<file path="src/rtl/bounded_list_insert_delete_sort_assert.svh">
// Assertion macros used by the list engine top level.
`ifndef BOUNDED_LIST_INSERT_DELETE_SORT_ASSERT_SVH
`define BOUNDED_LIST_INSERT_DELETE_SORT_ASSERT_SVH

// Check a condition at every clock edge outside reset.
`define BLIDS_ASSERT_ALWAYS(label, cond) \
	label: assert property (@(posedge clk) disable iff (!arst_n) (cond)) \
		else $error("list engine check failed");

// Check that an antecedent implies a consequent in the same cycle.
`define BLIDS_ASSERT_IMPL(label, ante, cons) \
	label: assert property (@(posedge clk) disable iff (!arst_n) (ante) |-> (cons)) \
		else $error("list engine check failed");

// Check that an antecedent implies a consequent in the following cycle.
`define BLIDS_ASSERT_NEXT(label, ante, cons) \
	label: assert property (@(posedge clk) disable iff (!arst_n) (ante) |=> (cons)) \
		else $error("list engine check failed");

`endif

</file>
<file path="src/rtl/blids_pkg.sv">
// Package: types, codes and constants of the bounded list engine.
`timescale 1ns / 1ps
`default_nettype none
package blids_pkg;

	localparam int DEPTH_DEF      = 32;
	localparam int DATA_WIDTH_DEF = 32;
	// index width covering every supported depth and count
	localparam int IDX_W          = 11;
	localparam int KIND_W         = 3;
	localparam int POS_W          = 6;
	localparam int CNT_W          = 6;
	localparam int VAL_W          = 32;

	typedef enum logic [KIND_W-1:0] {
		K_INSERT_AT    = 3'd0,
		K_APPEND       = 3'd1,
		K_DELETE_AT    = 3'd2,
		K_DELETE_FIRST = 3'd3,
		K_DELETE_ALL   = 3'd4,
		K_SORT         = 3'd5,
		K_READ         = 3'd6
	} kind_t;

	typedef enum logic [2:0] {
		C_HOLD,
		C_INSERT,
		C_WRITE,
		C_DELETE,
		C_ROTATE,
		C_SORT
	} cell_op_t;

	// broadcast command to every cell of the row
	typedef struct packed {
		cell_op_t         op;
		logic [IDX_W-1:0] sel;
		logic             phase;
		logic             keep;
	} cell_ctl_t;

	typedef enum logic [1:0] {
		ST_IDLE,
		ST_ROT,
		ST_SORT,
		ST_RES
	} state_t;

endpackage
`default_nettype wire

</file>
<file path="src/rtl/blids_cell.sv">
// One list cell: holds a single entry and trades it with its neighbours.
`timescale 1ns / 1ps
`default_nettype none
module blids_cell #(
	parameter int DEPTH      = blids_pkg::DEPTH_DEF,
	parameter int DATA_WIDTH = blids_pkg::DATA_WIDTH_DEF,
	parameter int INDEX      = 0
) (
	input  wire logic                         clk,
	input  wire blids_pkg::cell_ctl_t         ctl,
	input  wire logic signed [DATA_WIDTH-1:0] value,
	input  wire logic signed [DATA_WIDTH-1:0] left,
	input  wire logic signed [DATA_WIDTH-1:0] right,
	input  wire logic signed [DATA_WIDTH-1:0] head,
	output logic signed [DATA_WIDTH-1:0]      data
);

	localparam logic [blids_pkg::IDX_W:0] I0 = (blids_pkg::IDX_W+1)'(INDEX);
	localparam logic [blids_pkg::IDX_W:0] I1 = (blids_pkg::IDX_W+1)'(INDEX + 1);
	localparam bit IS_LAST  = (INDEX == DEPTH - 1);
	localparam bit IS_FIRST = (INDEX == 0);

	logic signed [DATA_WIDTH-1:0] data_q;
	logic signed [DATA_WIDTH-1:0] data_d;
	logic [blids_pkg::IDX_W:0]    sel;
	logic                         pair_left;
	logic                         pair_right;

	assign sel        = {1'b0, ctl.sel};
	assign pair_left  = (I0[0] == ctl.phase) && (I1 < sel);
	assign pair_right = (I0[0] != ctl.phase) && !IS_FIRST && (I0 < sel);

	// pick the next entry from the broadcast command
	always_comb begin
		data_d = data_q;
		case (ctl.op)
			blids_pkg::C_INSERT: begin
				if (I0 == sel)
					data_d = value;
				else if (I0 > sel)
					data_d = left;
			end
			blids_pkg::C_WRITE: begin
				if (I0 == sel)
					data_d = value;
			end
			blids_pkg::C_DELETE: begin
				if (I0 >= sel && !IS_LAST)
					data_d = right;
			end
			blids_pkg::C_ROTATE: begin
				if (I1 < sel)
					data_d = right;
				else if (I1 == sel && ctl.keep)
					data_d = head;
			end
			blids_pkg::C_SORT: begin
				if (pair_left && data_q > right)
					data_d = right;
				else if (pair_right && left > data_q)
					data_d = left;
			end
			default: data_d = data_q;
		endcase
	end

	always_ff @(posedge clk) begin
		data_q <= data_d;
	end

	assign data = data_q;

endmodule
`default_nettype wire

</file>
<file path="config.mk">
export PLATFORM = sky130hd
export DESIGN_NAME = blids_cell
export DESIGN_NICKNAME = d
export VERILOG_FILES = /design/src/rtl/bounded_list_insert_delete_sort_assert.svh /design/src/rtl/blids_pkg.sv /design/src/rtl/blids_cell.sv
export SDC_FILE = /design/constraint.sdc
export NUM_CORES = 1
export LEC_CHECK = 0
export ABC_CLOCK_PERIOD_IN_PS = 10500
export BUFFER_PORTS_ARGS = -buffer_cell sky130_fd_sc_hd__clkbuf_2
export CELL_PAD_IN_SITES_DETAIL_PLACEMENT = 0
export CELL_PAD_IN_SITES_GLOBAL_PLACEMENT = 2
export CORE_MARGIN = 8
export CORE_UTILIZATION = 25
export DETAILED_ROUTE_END_ITERATION = 8
export MAX_ROUTING_LAYER = met4
export PLACE_DENSITY_LB_ADDON = 0.1
export SYNTH_ARGS = -nofsm -noshare
export SYNTH_HDL_FRONTEND = slang
export SYNTH_SLANG_ARGS = --single-unit
</file>
<file path="constraint.sdc">
create_clock -name clk -period 10.5 [get_ports clk]
set_input_delay 1.575 -clock clk [delete_from_list [all_inputs] [get_ports clk]]
set_output_delay 1.575 -clock clk [all_outputs]
set_load 0.01 [all_outputs]
</file>
==> results of run 1 <==
## worst min-delay path: cells and delay by family (launching register included)
| kind | cells | cell delay (ns) |
|---|---|---|
| DFF | 1 | 0.37 |
| adders and majority gates | 1 | 0.16 |
| AOI/OAI and AO/OA | 3 | 0.44 |
## area by class of cell
class                           count  area, um2  share of cell area (%)
Clock buffer                        7        133                    3.20
Clock inverter                      1       3.75                  0.0906
Inverter                           34        128                    3.08
Multi-Input combinational cell    230       1830                    44.2
Sequential cell                    32        961                    23.2
Tap cell                          147        184                    4.44
Timing Repair Buffer              179        903                    21.8
## per-layer routing
metal | up-vias | GRT usage (%) | wire (um)
met5 | - | - | 0
met2 | 98 | 27.4 | 6010
met4 | 0 | 2.94 | 112
met3 | 7 | 3.27 | 516
li1 | 1529 | - | -
met1 | 1421 | 17.6 | 5180
## path summary, 6_finish.rpt
path | from | end | slack (ns) | cells after the start
setup / recovery | right[7] | data[15] | 6.17 | 10
hold / removal | data[31] | data[12] | 1.17 | 4
setup reg to reg | data[7] | data[15] | 7.18 | 8
hold reg to reg | data[31] | data[12] | 1.17 | 4
## cells in the mapped netlist (2+ instances only)
cell,count,share of area [%]
a2111oi_0,2,0.59
a211oi_1,3,0.76
a21oi_1,14,2.4
a22oi_1,32,8.1
buf_2,4,0.67
buf_8,3,1.5
clkbuf_1,8,1.0
edfxtp_1,32,32
ha_1,32,13
inv_1,34,4.3
mux2i_1,32,11
nand2_1,40,5.0
nand2b_1,2,0.42
nand3_1,4,0.67
nand4_1,8,1.7
nor2_1,7,0.88
nor3b_2,2,0.84
o211ai_1,26,6.5
o211ai_2,8,3.4
o21ai_0,3,0.50
o22ai_1,2,0.42
## stage by stage
stage | worst slack, ns | cells
final | 6.17 | 630
after global routing | 5.91 | 630
after CTS | 6.17 | 630
after detailed placement | 5.88 | 622
after global placement | 5.91 | 622
after floorplan | 4.72 | 312
## placed cells by master (no fill, tap or decap), types with 2 or more instances in the layout
master / n
a21oi_1: 14
buf_4: 3
ha_1: 32
a22oi_1: 32
mux2i_1: 32
clkbuf_1: 2
nand2b_1: 2
a2111oi_0: 2
o211ai_1: 26
o21ai_0: 3
inv_1: 34
nor2_1: 6
a211oi_1: 2
edfxtp_1: 32
nand4_1: 8
clkbuf_2: 176
nand2_1: 39
nand3_1: 4
clkbuf_16: 5
o211ai_2: 8
## cell families (layout without fill, tap and decap cells)
group | after synthesis | in the layout | synth area share, %
flops | 32 | 32 | 32.2
compound gates | 92 | 92 | 23.2
buf+inv | 50 | 221 | 7.85
fa+ha+maj | 32 | 32 | 13.4
simple gates | 74 | 74 | 12.6
mux | 32 | 32 | 10.7
## power groups by stage
stage	registers, uW	logic [uW]	clock network, uW
finish	157	108	141
global route	158	123	149
CTS	157	112	145
detailed placement	159	111	0
global placement	159	111	0
floorplan	162	49.8	0
==> impl_metrics.csv, run 1 <==
group,metric,value,unit
outcome,status,"finished, final reports clean",
synth,yosys.cell_types.count,35,
layout,final_util,35.1,%
synth,synthesis.area,0.00298,mm2
routing,wl_per_cell,18.8,um
global_route,grt_pass1_wl,18.7,mm
sta,grt_setup_unrepaired,"false",
layout,final_design_area_no_fill,0.00414,mm2
worst_setup_path,crit_path_end_kind,"flop",
power_and_ir_drop,clockPowerShare,34.7,%
synth,synth-seq-cells,32,
routing,drt_wl_total,11.8,mm
floorplan,ios,177,
worst_setup_path,cp-start-kind,"input port",
cts,cts_sinks,32,
placed_design,hpwl,9.44,mm
routing,vias,3055,
floorplan,start_util,25.2,%
layout,antennaDiodeCount,0,
sta,period_needed,4.33,ns
global_route,grt_overflow,0,
sta,period_share,41.2,%
routing,drt-initial-drc-count,84,
worst_setup_path,critical_path_required,10.51,ns
cts,htreeDepth,2,
floorplan,rows,40,
synth,synth_nets,489,
global_route,grt_pass1_vias,3490,
power_and_ir_drop,powerDensity,97.9,mW/mm2
routing,antenna_left,0,
cts,worstSkewPairLatency,0.28,ns
floorplan,core_area,0.0118,mm2
cts,cts_setup_buffers,0,
sta,worst_pin_slew,1.08,ns
power_and_ir_drop,power_frac_comb,26.7,%
synth,yosysWarnings,0,
placed_design,place_area,0.00401,mm2
floorplan,die_area,0.0157,mm2
layout,largest_reg_flops,32,
power_and_ir_drop,leakage,0.00188,uW
synth,ys_seq_area_share,32.2,%
synth,synth-edff-count,32,
flow_run,cap_violations,0,
synth,ys.flop_type,"edfxtp_1",
synth,synth_cells,312,
cts,cts_buffers,5,
layout,final.fill_count,1284,
global_route,antenna_found_initial,0,
worst_setup_path,crit_chain,"clkbuf_2 -> inv_1 -> ha_1 -> a21oi_1 -> o21ai_0 -> a221o_1 -> or3_1 -> a2111oi_0 -> a211oi_4 -> buf_4",
worst_setup_path,crit_buf_inv,3,
cts,cts_buffer_depth,2,
cts,root_buffer,"clkbuf_16",
cts,postCtsHoldBufs,0,
layout,drive_gt1_share,41.8,%
synth,async_flop_share,0,%
routing,via_per_inst,4.85,
layout,synthToLayoutAreaGrowth,38.9,%
sta,tns,0,ns
floorplan,die_x,125,um
worst_setup_path,arrival,4.34,ns
sta,fmax,0.231,GHz
global_route,grt_usage,15.4,%
worst_setup_path,slowest_delay,0.77,ns
cts,cts_tree,"yes",
worst_setup_path,slowest_stage,"a2111oi_0",
sta,maxSlewHeadroom,27.9,%
power_and_ir_drop,seq_power_share,38.6,%
sta,whs,1.17,ns
floorplan,die_h,125,um
global_route,grt_max_degree,33,
power_and_ir_drop,ir_drop,43.9,uV
cts,ctsResizeCount,0,
hold_path,min_path_type,"flop to flop",
power_and_ir_drop,p_switching,116,uW
cts,clkTransAtPathRegs,0.06,ns
sta,setup_violations,0,
layout,nets,659,
routing,drc,0,
synth,syn_avg_cell_area,9.56,um2
sta,skew,0.00641,ns
power_and_ir_drop,p_total,406,uW
sta,hold_viol,0,
power_and_ir_drop,p_int,289,uW
routing,drt_pass1_iterations,4,
sta,final-max-slew-violation-count,0,
placed_design,io_buffers,176,
worst_setup_path,critPathKind,"input port to flop",
worst_setup_path,cp_top_family,"compound AO/OA/AOI/OAI gates",
worst_setup_path,critPathMaxFanout,17,
placed_design,routabilityCongestion,0.731,
power_and_ir_drop,swShare,28.7,%
(Power assumes the default switching activity.)
==> run 2, diff against run 1 <==
--- a/config.mk
+++ b/config.mk
@@ -5,12 +5,12 @@
 export SDC_FILE = /design/constraint.sdc
 export NUM_CORES = 1
 export LEC_CHECK = 0
-export ABC_CLOCK_PERIOD_IN_PS = 10500
+export ABC_CLOCK_PERIOD_IN_PS = 4520
 export BUFFER_PORTS_ARGS = -buffer_cell sky130_fd_sc_hd__clkbuf_2
 export CELL_PAD_IN_SITES_DETAIL_PLACEMENT = 0
 export CELL_PAD_IN_SITES_GLOBAL_PLACEMENT = 2
 export CORE_MARGIN = 8
-export CORE_UTILIZATION = 25
+export CORE_UTILIZATION = 24
 export DETAILED_ROUTE_END_ITERATION = 8
 export MAX_ROUTING_LAYER = met4
 export PLACE_DENSITY_LB_ADDON = 0.1
==> constraint.sdc (replaced) <==
create_clock -name clk -period 4.52 [get_ports clk]
set_input_delay 0.678 -clock clk [delete_from_list [all_inputs] [get_ports clk]]
set_output_delay 0.678 -clock clk [all_outputs]
set_load 0.01 [all_outputs]
==> impl_metrics.csv, run 2 (same netlist as run 1, synthesis figures left out) <==
group,metric,value,unit
flow_run,cap_violations,0,
sta,period_needed,3.37,ns
layout,final.fill_count,1339,
cts,cts_buffer_depth,2,
worst_setup_path,crit_path_end_kind,"flop",
cts,cts_tree,"yes",
outcome,status,"finished, final reports clean",
placed_design,io_buffers,176,
routing,drt-initial-drc-count,66,
layout,layout_commonest_cell,"clkbuf_2",
worst_setup_path,arrival,3.38,ns
floorplan,core_area,0.0121,mm2
power_and_ir_drop,ir_drop,114,uV
worst_setup_path,r2r_setup_slack,1.30,ns
hold_path,whs_path_depth,3,
worst_setup_path,crit_buf_inv,3,
layout,register_area,961,um2
routing,drt_wl_total,11.6,mm
worst_setup_path,crit_chain,"clkbuf_2 -> inv_1 -> ha_1 -> a21oi_1 -> nand2_1 -> a221o_1 -> or3_1 -> a2111oi_0 -> a211oi_4 -> buf_4",
layout,layout_common_cells,"clkbuf_2 (176), nand2_1 (39), inv_1 (34)",
layout,final_design_area_no_fill,0.00417,mm2
cts,worstSkewPairLatency,0.28,ns
global_route,grt_overflow,0,
sta,grt_setup_unrepaired,"false",
sta,setup_violations,0,
floorplan,rows,40,
cts,cts_buffers,5,
worst_setup_path,slowest_delay,0.74,ns
global_route,grt_pass1_vias,3517,
worst_setup_path,r2r-start,"data[14]",
sta,skew,0.00746,ns
sta,worst_pin_slew,1.07,ns
global_route,grt_max_degree,33,
floorplan,die_h,127,um
routing,drc,0,
cts,htreeDepth,2,
sta,final-max-slew-violation-count,0,
floorplan,ios,177,
cts,root_buffer,"clkbuf_16",
cts,cts_sinks,32,
sta,hold_viol,0,
global_route,grt_pass1_wl,18.1,mm
hold_path,min_path_type,"input port to flop",
sta,tns,0,ns
layout,largest_reg_flops,32,
routing,drt_pass1_iterations,4,
layout,synthToLayoutAreaGrowth,39.8,%
hold_path,hp-start,"right[7]",
power_and_ir_drop,p_total,937,uW
layout,final_util,34.6,%
layout,antennaDiodeCount,0,
routing,antenna_left,0,
hold_path,hold_path_end,"data[7]",
worst_setup_path,reg2reg_to,"data[0]",
sta,maxSlewHeadroom,28.7,%
placed_design,hpwl,9.36,mm
global_route,grt_usage,14.6,%
sta,whs,0.711,ns
power_and_ir_drop,leakage,0.00188,uW
cts,cts_setup_buffers,0,
worst_setup_path,cp_top_family,"compound AO/OA/AOI/OAI gates",
worst_setup_path,critical_path_required,4.53,ns
placed_design,place_area,0.00403,mm2
global_route,antenna_found_initial,0,
sta,period_share,74.6,%
sta,fmax,0.297,GHz
worst_setup_path,critPathKind,"input port to flop",
worst_setup_path,critPathMaxFanout,19,
floorplan,die_area,0.0162,mm2
layout,multi_input_area,0.00183,mm2
cts,postCtsHoldBufs,0,
cts,clkTransAtPathRegs,0.05,ns
routing,wl_per_cell,17.9,um
worst_setup_path,reg2reg_depth,8,
worst_setup_path,cp-start-kind,"input port",
floorplan,start_util,24.7,%
power_and_ir_drop,powerDensity,225,mW/mm2
routing,via_per_inst,4.73,
worst_setup_path,slowest_stage,"a2111oi_0",
floorplan,die_x,127,um
placed_design,routabilityCongestion,0.769,
routing,vias,3081,
layout,drive_gt1_share,41.8,%
layout,nets,659,
cts,ctsResizeCount,0,
run 2: cell counts in the layout (fill, tap and decap cells not counted):
Identical to the previous run, type by type.
run 2: metrics by stage:
step	std cells	setup slack [ns]
2_1_floorplan	312	0.751
3_3_place_gp	643	0.868
3_5_place_dp	643	0.769
4_1_cts	651	1.09
5_1_grt	651	0.971
6_report	651	1.15
run 2: worst max path at each step:
stage                    from  endpoint  slack (ns)  cells after the start
finish              right[14]   data[0]        1.15                     10
global route         right[5]  data[12]        0.97                     10
CTS                 right[14]   data[8]        1.09                     10
detailed placement  right[14]   data[0]        0.77                     10
global placement    right[14]  data[30]        0.87                     10
floorplan              ctl[8]   data[0]        0.75                      7
run 2: power by group:
| part | total [uW] | internal (uW) | switching, uW | leakage [uW] |
|---|---|---|---|---|
| combinational | 252 | 116 | 136 | 0.00152 |
| sequential | 364 | 354 | 10.3 | 0.000301 |
| clock | 321 | 202 | 119 | 0.0000655 |
| total | 937 | 672 | 265 | 0.00188 |
run 2: cell type report:
class / instances / area share [%]
repair buffers: 179 / 21.7
clock buffers: 7 / 3.18
clock inverters: 1 / 0.0900
well taps: 168 / 5.04
multi-input cells: 230 / 43.9
flip-flops and latches: 32 / 23.0
inverters: 34 / 3.06
run 2: metal layers:
layer	track usage [%]	vias up	share of wire [%]
met4	2.73	0	0.71
met2	27.4	97	54
met5	-	-	0
li1	-	1526	-
met3	3.45	7	5.4
met1	15.2	1451	40
run 2: tightest hold or removal path, stage by stage:
cell      delay, ns
clkbuf_2       0.09
nand2_1        0.05
o211ai_2       0.06
==> run 3, diff against run 2 <==
--- a/config.mk
+++ b/config.mk
@@ -5,12 +5,13 @@
 export SDC_FILE = /design/constraint.sdc
 export NUM_CORES = 1
 export LEC_CHECK = 0
-export ABC_CLOCK_PERIOD_IN_PS = 4520
+export ABC_AREA = 1
+export ABC_CLOCK_PERIOD_IN_PS = 3450
 export BUFFER_PORTS_ARGS = -buffer_cell sky130_fd_sc_hd__clkbuf_2
 export CELL_PAD_IN_SITES_DETAIL_PLACEMENT = 0
 export CELL_PAD_IN_SITES_GLOBAL_PLACEMENT = 2
 export CORE_MARGIN = 8
-export CORE_UTILIZATION = 24
+export CORE_UTILIZATION = 23
 export DETAILED_ROUTE_END_ITERATION = 8
 export MAX_ROUTING_LAYER = met4
 export PLACE_DENSITY_LB_ADDON = 0.1
==> constraint.sdc (replaced) <==
create_clock -name clk -period 3.45 [get_ports clk]
set_input_delay 0.5175 -clock clk [delete_from_list [all_inputs] [get_ports clk]]
set_output_delay 0.5175 -clock clk [all_outputs]
set_load 0.01 [all_outputs]
==> impl_metrics.csv, run 3 <==
group,metric,value,unit
outcome,status,"finished, final reports clean",
worst_setup_path,crit_top_cell,"nand2_1",
worst_setup_path,r2r-start,"data[9]",
routing,drt_wl_total,14.7,mm
worst_setup_path,cp_top_family,"simple AND/OR/NAND/NOR gates",
sta,fmax,0.386,GHz
layout,nets,803,
worst_setup_path,cp-start-kind,"flop",
power_and_ir_drop,ir_drop,138,uV
synth,synth_nets,635,
global_route,grt_usage,16.2,%
layout,synthToLayoutAreaGrowth,37.4,%
synth,synth-seq-cells,32,
cts,worstSkewPairLatency,0.28,ns
worst_setup_path,critical_path_required,3.42,ns
hold_path,whs_path_depth,3,
routing,wl_per_cell,18.2,um
cts,root_buffer,"clkbuf_16",
sta,setup_violations,0,
sta,period_share,75.1,%
routing,vias,3851,
worst_setup_path,slowest_stage,"edfxtp_1",
cts,cts_buffer_depth,2,
floorplan,rows,43,
synth,async_flop_share,0,%
hold_path,hold_path_end,"data[25]",
worst_setup_path,critPathMaxFanout,13,
floorplan,die_area,0.0182,mm2
flow_run,cap_violations,0,
synth,synth_top_cell_by_area,"edfxtp_1",
synth,synth_cells,458,
synth,synth-edff-count,32,
worst_setup_path,critPathKind,"flop to flop",
worst_setup_path,crit_chain,"ha_1 -> nand2_1 -> nand2_1 -> nand3_1 -> nand2_1 -> a21oi_1 -> nand2_1 -> nand2_1 -> nand2_1 -> nand2_1 -> nand3_1 -> a21oi_4 -> buf_4",
power_and_ir_drop,leakage,0.00215,uW
synth,yosys.cell_types.count,26,
power_and_ir_drop,powerDensity,287,mW/mm2
sta,worst_pin_slew,0.746,ns
layout,largest_reg_flops,32,
global_route,grt_pass1_vias,4011,
floorplan,core_area,0.0139,mm2
layout,layout_common_cells,"clkbuf_2 (176), nand2_1 (105), nor2_1 (51)",
synth,synthesis.area,0.00326,mm2
synth,post-synth-top-count-cell,"nand2_1",
routing,drt_pass1_iterations,4,
floorplan,die_x,135,um
layout,drive_gt1_share,33.3,%
hold_path,min_path_type,"input port to flop",
synth,synthTopCellsByCount,"nand2_1 (105), nor2_1 (51), a21oi_1 (44), inv_1 (44), o21ai_1 (35)",
worst_setup_path,crit_buf_inv,1,
worst_setup_path,r2r_setup_slack,0.86,ns
synth,ys.flop_type,"edfxtp_1",
routing,drt-initial-drc-count,133,
sta,hold_viol,0,
synth,synth_area_leaders,"edfxtp_1 (29%), ha_1 (12%), nand2_1 (12%), o2111ai_1 (8.6%), a21oi_1 (6.8%)",
synth,ys_seq_area_share,29.5,%
floorplan,die_h,135,um
cts,ctsResizeCount,0,
hold_path,hp-start,"right[25]",
sta,tns,0,ns
sta,fin_ws,0.861,ns
floorplan,ios,177,
worst_setup_path,reg2reg_depth,13,
worst_setup_path,slowest_delay,0.41,ns
worst_setup_path,arrival,2.56,ns
global_route,grt_max_degree,40,
cts,cts_tree,"yes",
placed_design,routabilityCongestion,0.767,
synth,yosysWarnings,0,
sta,maxSlewHeadroom,50.2,%
sta,final-max-slew-violation-count,0,
floorplan,start_util,23.5,%
sta,skew,0.00477,ns
cts,cts_buffers,5,
global_route,grt_pass1_wl,22.4,mm
cts,cts_setup_buffers,0,
cts,clkTransAtPathRegs,0.06,ns
sta,period_needed,2.59,ns
worst_setup_path,reg2reg_to,"data[6]",
routing,antenna_left,0,
global_route,antenna_found_initial,2,
routing,via_per_inst,4.76,
cts,htreeDepth,2,
worst_setup_path,crit_path_end_kind,"flop",
layout,layout_commonest_cell,"clkbuf_2",
cts,cts_sinks,32,
placed_design,hpwl,11.5,mm
placed_design,io_buffers,176,
synth,synth_top_area_share,29.5,%
cts,postCtsHoldBufs,0,
sta,grt_setup_unrepaired,"false",
placed_design,pre_cts_ws,0.536,ns
global_route,grt_overflow,0,
synth,syn_avg_cell_area,7.12,um2
routing,drc,0,
==> run 3: cell types whose count changed after synthesis, sizes merged, moves of 33 or more <==
cell    before  now
a21oi       14   47
o21ai        3   68
o211ai      34    0
nor2         7   56
nand2       40  106
==> run 3: stage by stage <==
step | cell area, um2 | utilization [%] | total power, uW | hold slack, ns | std cells
floorplan | 3270 | - | 667 | 0.718 | 458
global placement | 4330 | 31.2 | 857 | 0.837 | 799
detailed placement | 4330 | 31.2 | 856 | 0.827 | 799
CTS | 4480 | 32.2 | 1310 | 0.535 | 807
global route | 4480 | 32.3 | 1370 | 0.569 | 809
finish | 4480 | 32.3 | 1290 | 0.540 | 809
==> run 3: worst register-to-register path, stage by stage, from the launching register on <==
cell and delay (ns):
edfxtp_1 0.41, ha_1 0.33, nand2_1 0.08, nand2_1 0.05, nand3_1 0.06, nand2_1 0.05
a21oi_1 0.19, nand2_1 0.12, nand2_1 0.09, nand2_1 0.05, nand2_1 0.05, nand3_1 0.12
a21oi_4 0.35, buf_4 0.32
==> run 3: power breakdown <==
part           switching, uW  internal [uW]  leakage (uW)  total [uW]
Clock                    180            265     0.0000635         445
Sequential              15.9            463      0.000301         479
Combinational            206            158       0.00179         365
==> run 3: metal layers <==
layer / global-route usage (%) / wire [um] / up-vias
li1: - / - / 1943
met1: 19.9 / 6700 / 1763
met2: 26.4 / 6910 / 141
met3: 4.05 / 1040 / 4
met4: 3.15 / 67 / 0
met5: - / 0 / -
==> run 3: cell type report <==
class,count,area [um2]
diodes,2,5.00
clock buffers,5,125
clock inverters,3,18.8
fillers,1525,9400
inverters,49,185
multi-input cells,353,2000
flip-flops and latches,32,961
well taps,180,225
repair buffers,185,961
==> run 3: worst max-delay path by stage <==
stage	startpoint	endpoint	slack, ns	depth (start not counted)
3_3_place_gp	right[9]	data[5]	0.56	15
6_report	data[9]	data[6]	0.86	13
2_1_floorplan	right[31]	data[0]	0.56	10
5_1_grt	data[13]	data[6]	0.63	11
3_5_place_dp	right[3]	data[7]	0.54	15
4_1_cts	data[3]	data[10]	0.80	13
==> run 3: logic make-up after synthesis <==
kind of cell	after synthesis	synth area share [%]
AO/OA/AOI/OAI	150	27.3
adder cells (fa/ha/maj)	32	12.3
buffers and inverters	73	9.78
flip-flops	32	29.5
AND/OR/NAND/NOR	171	21.2
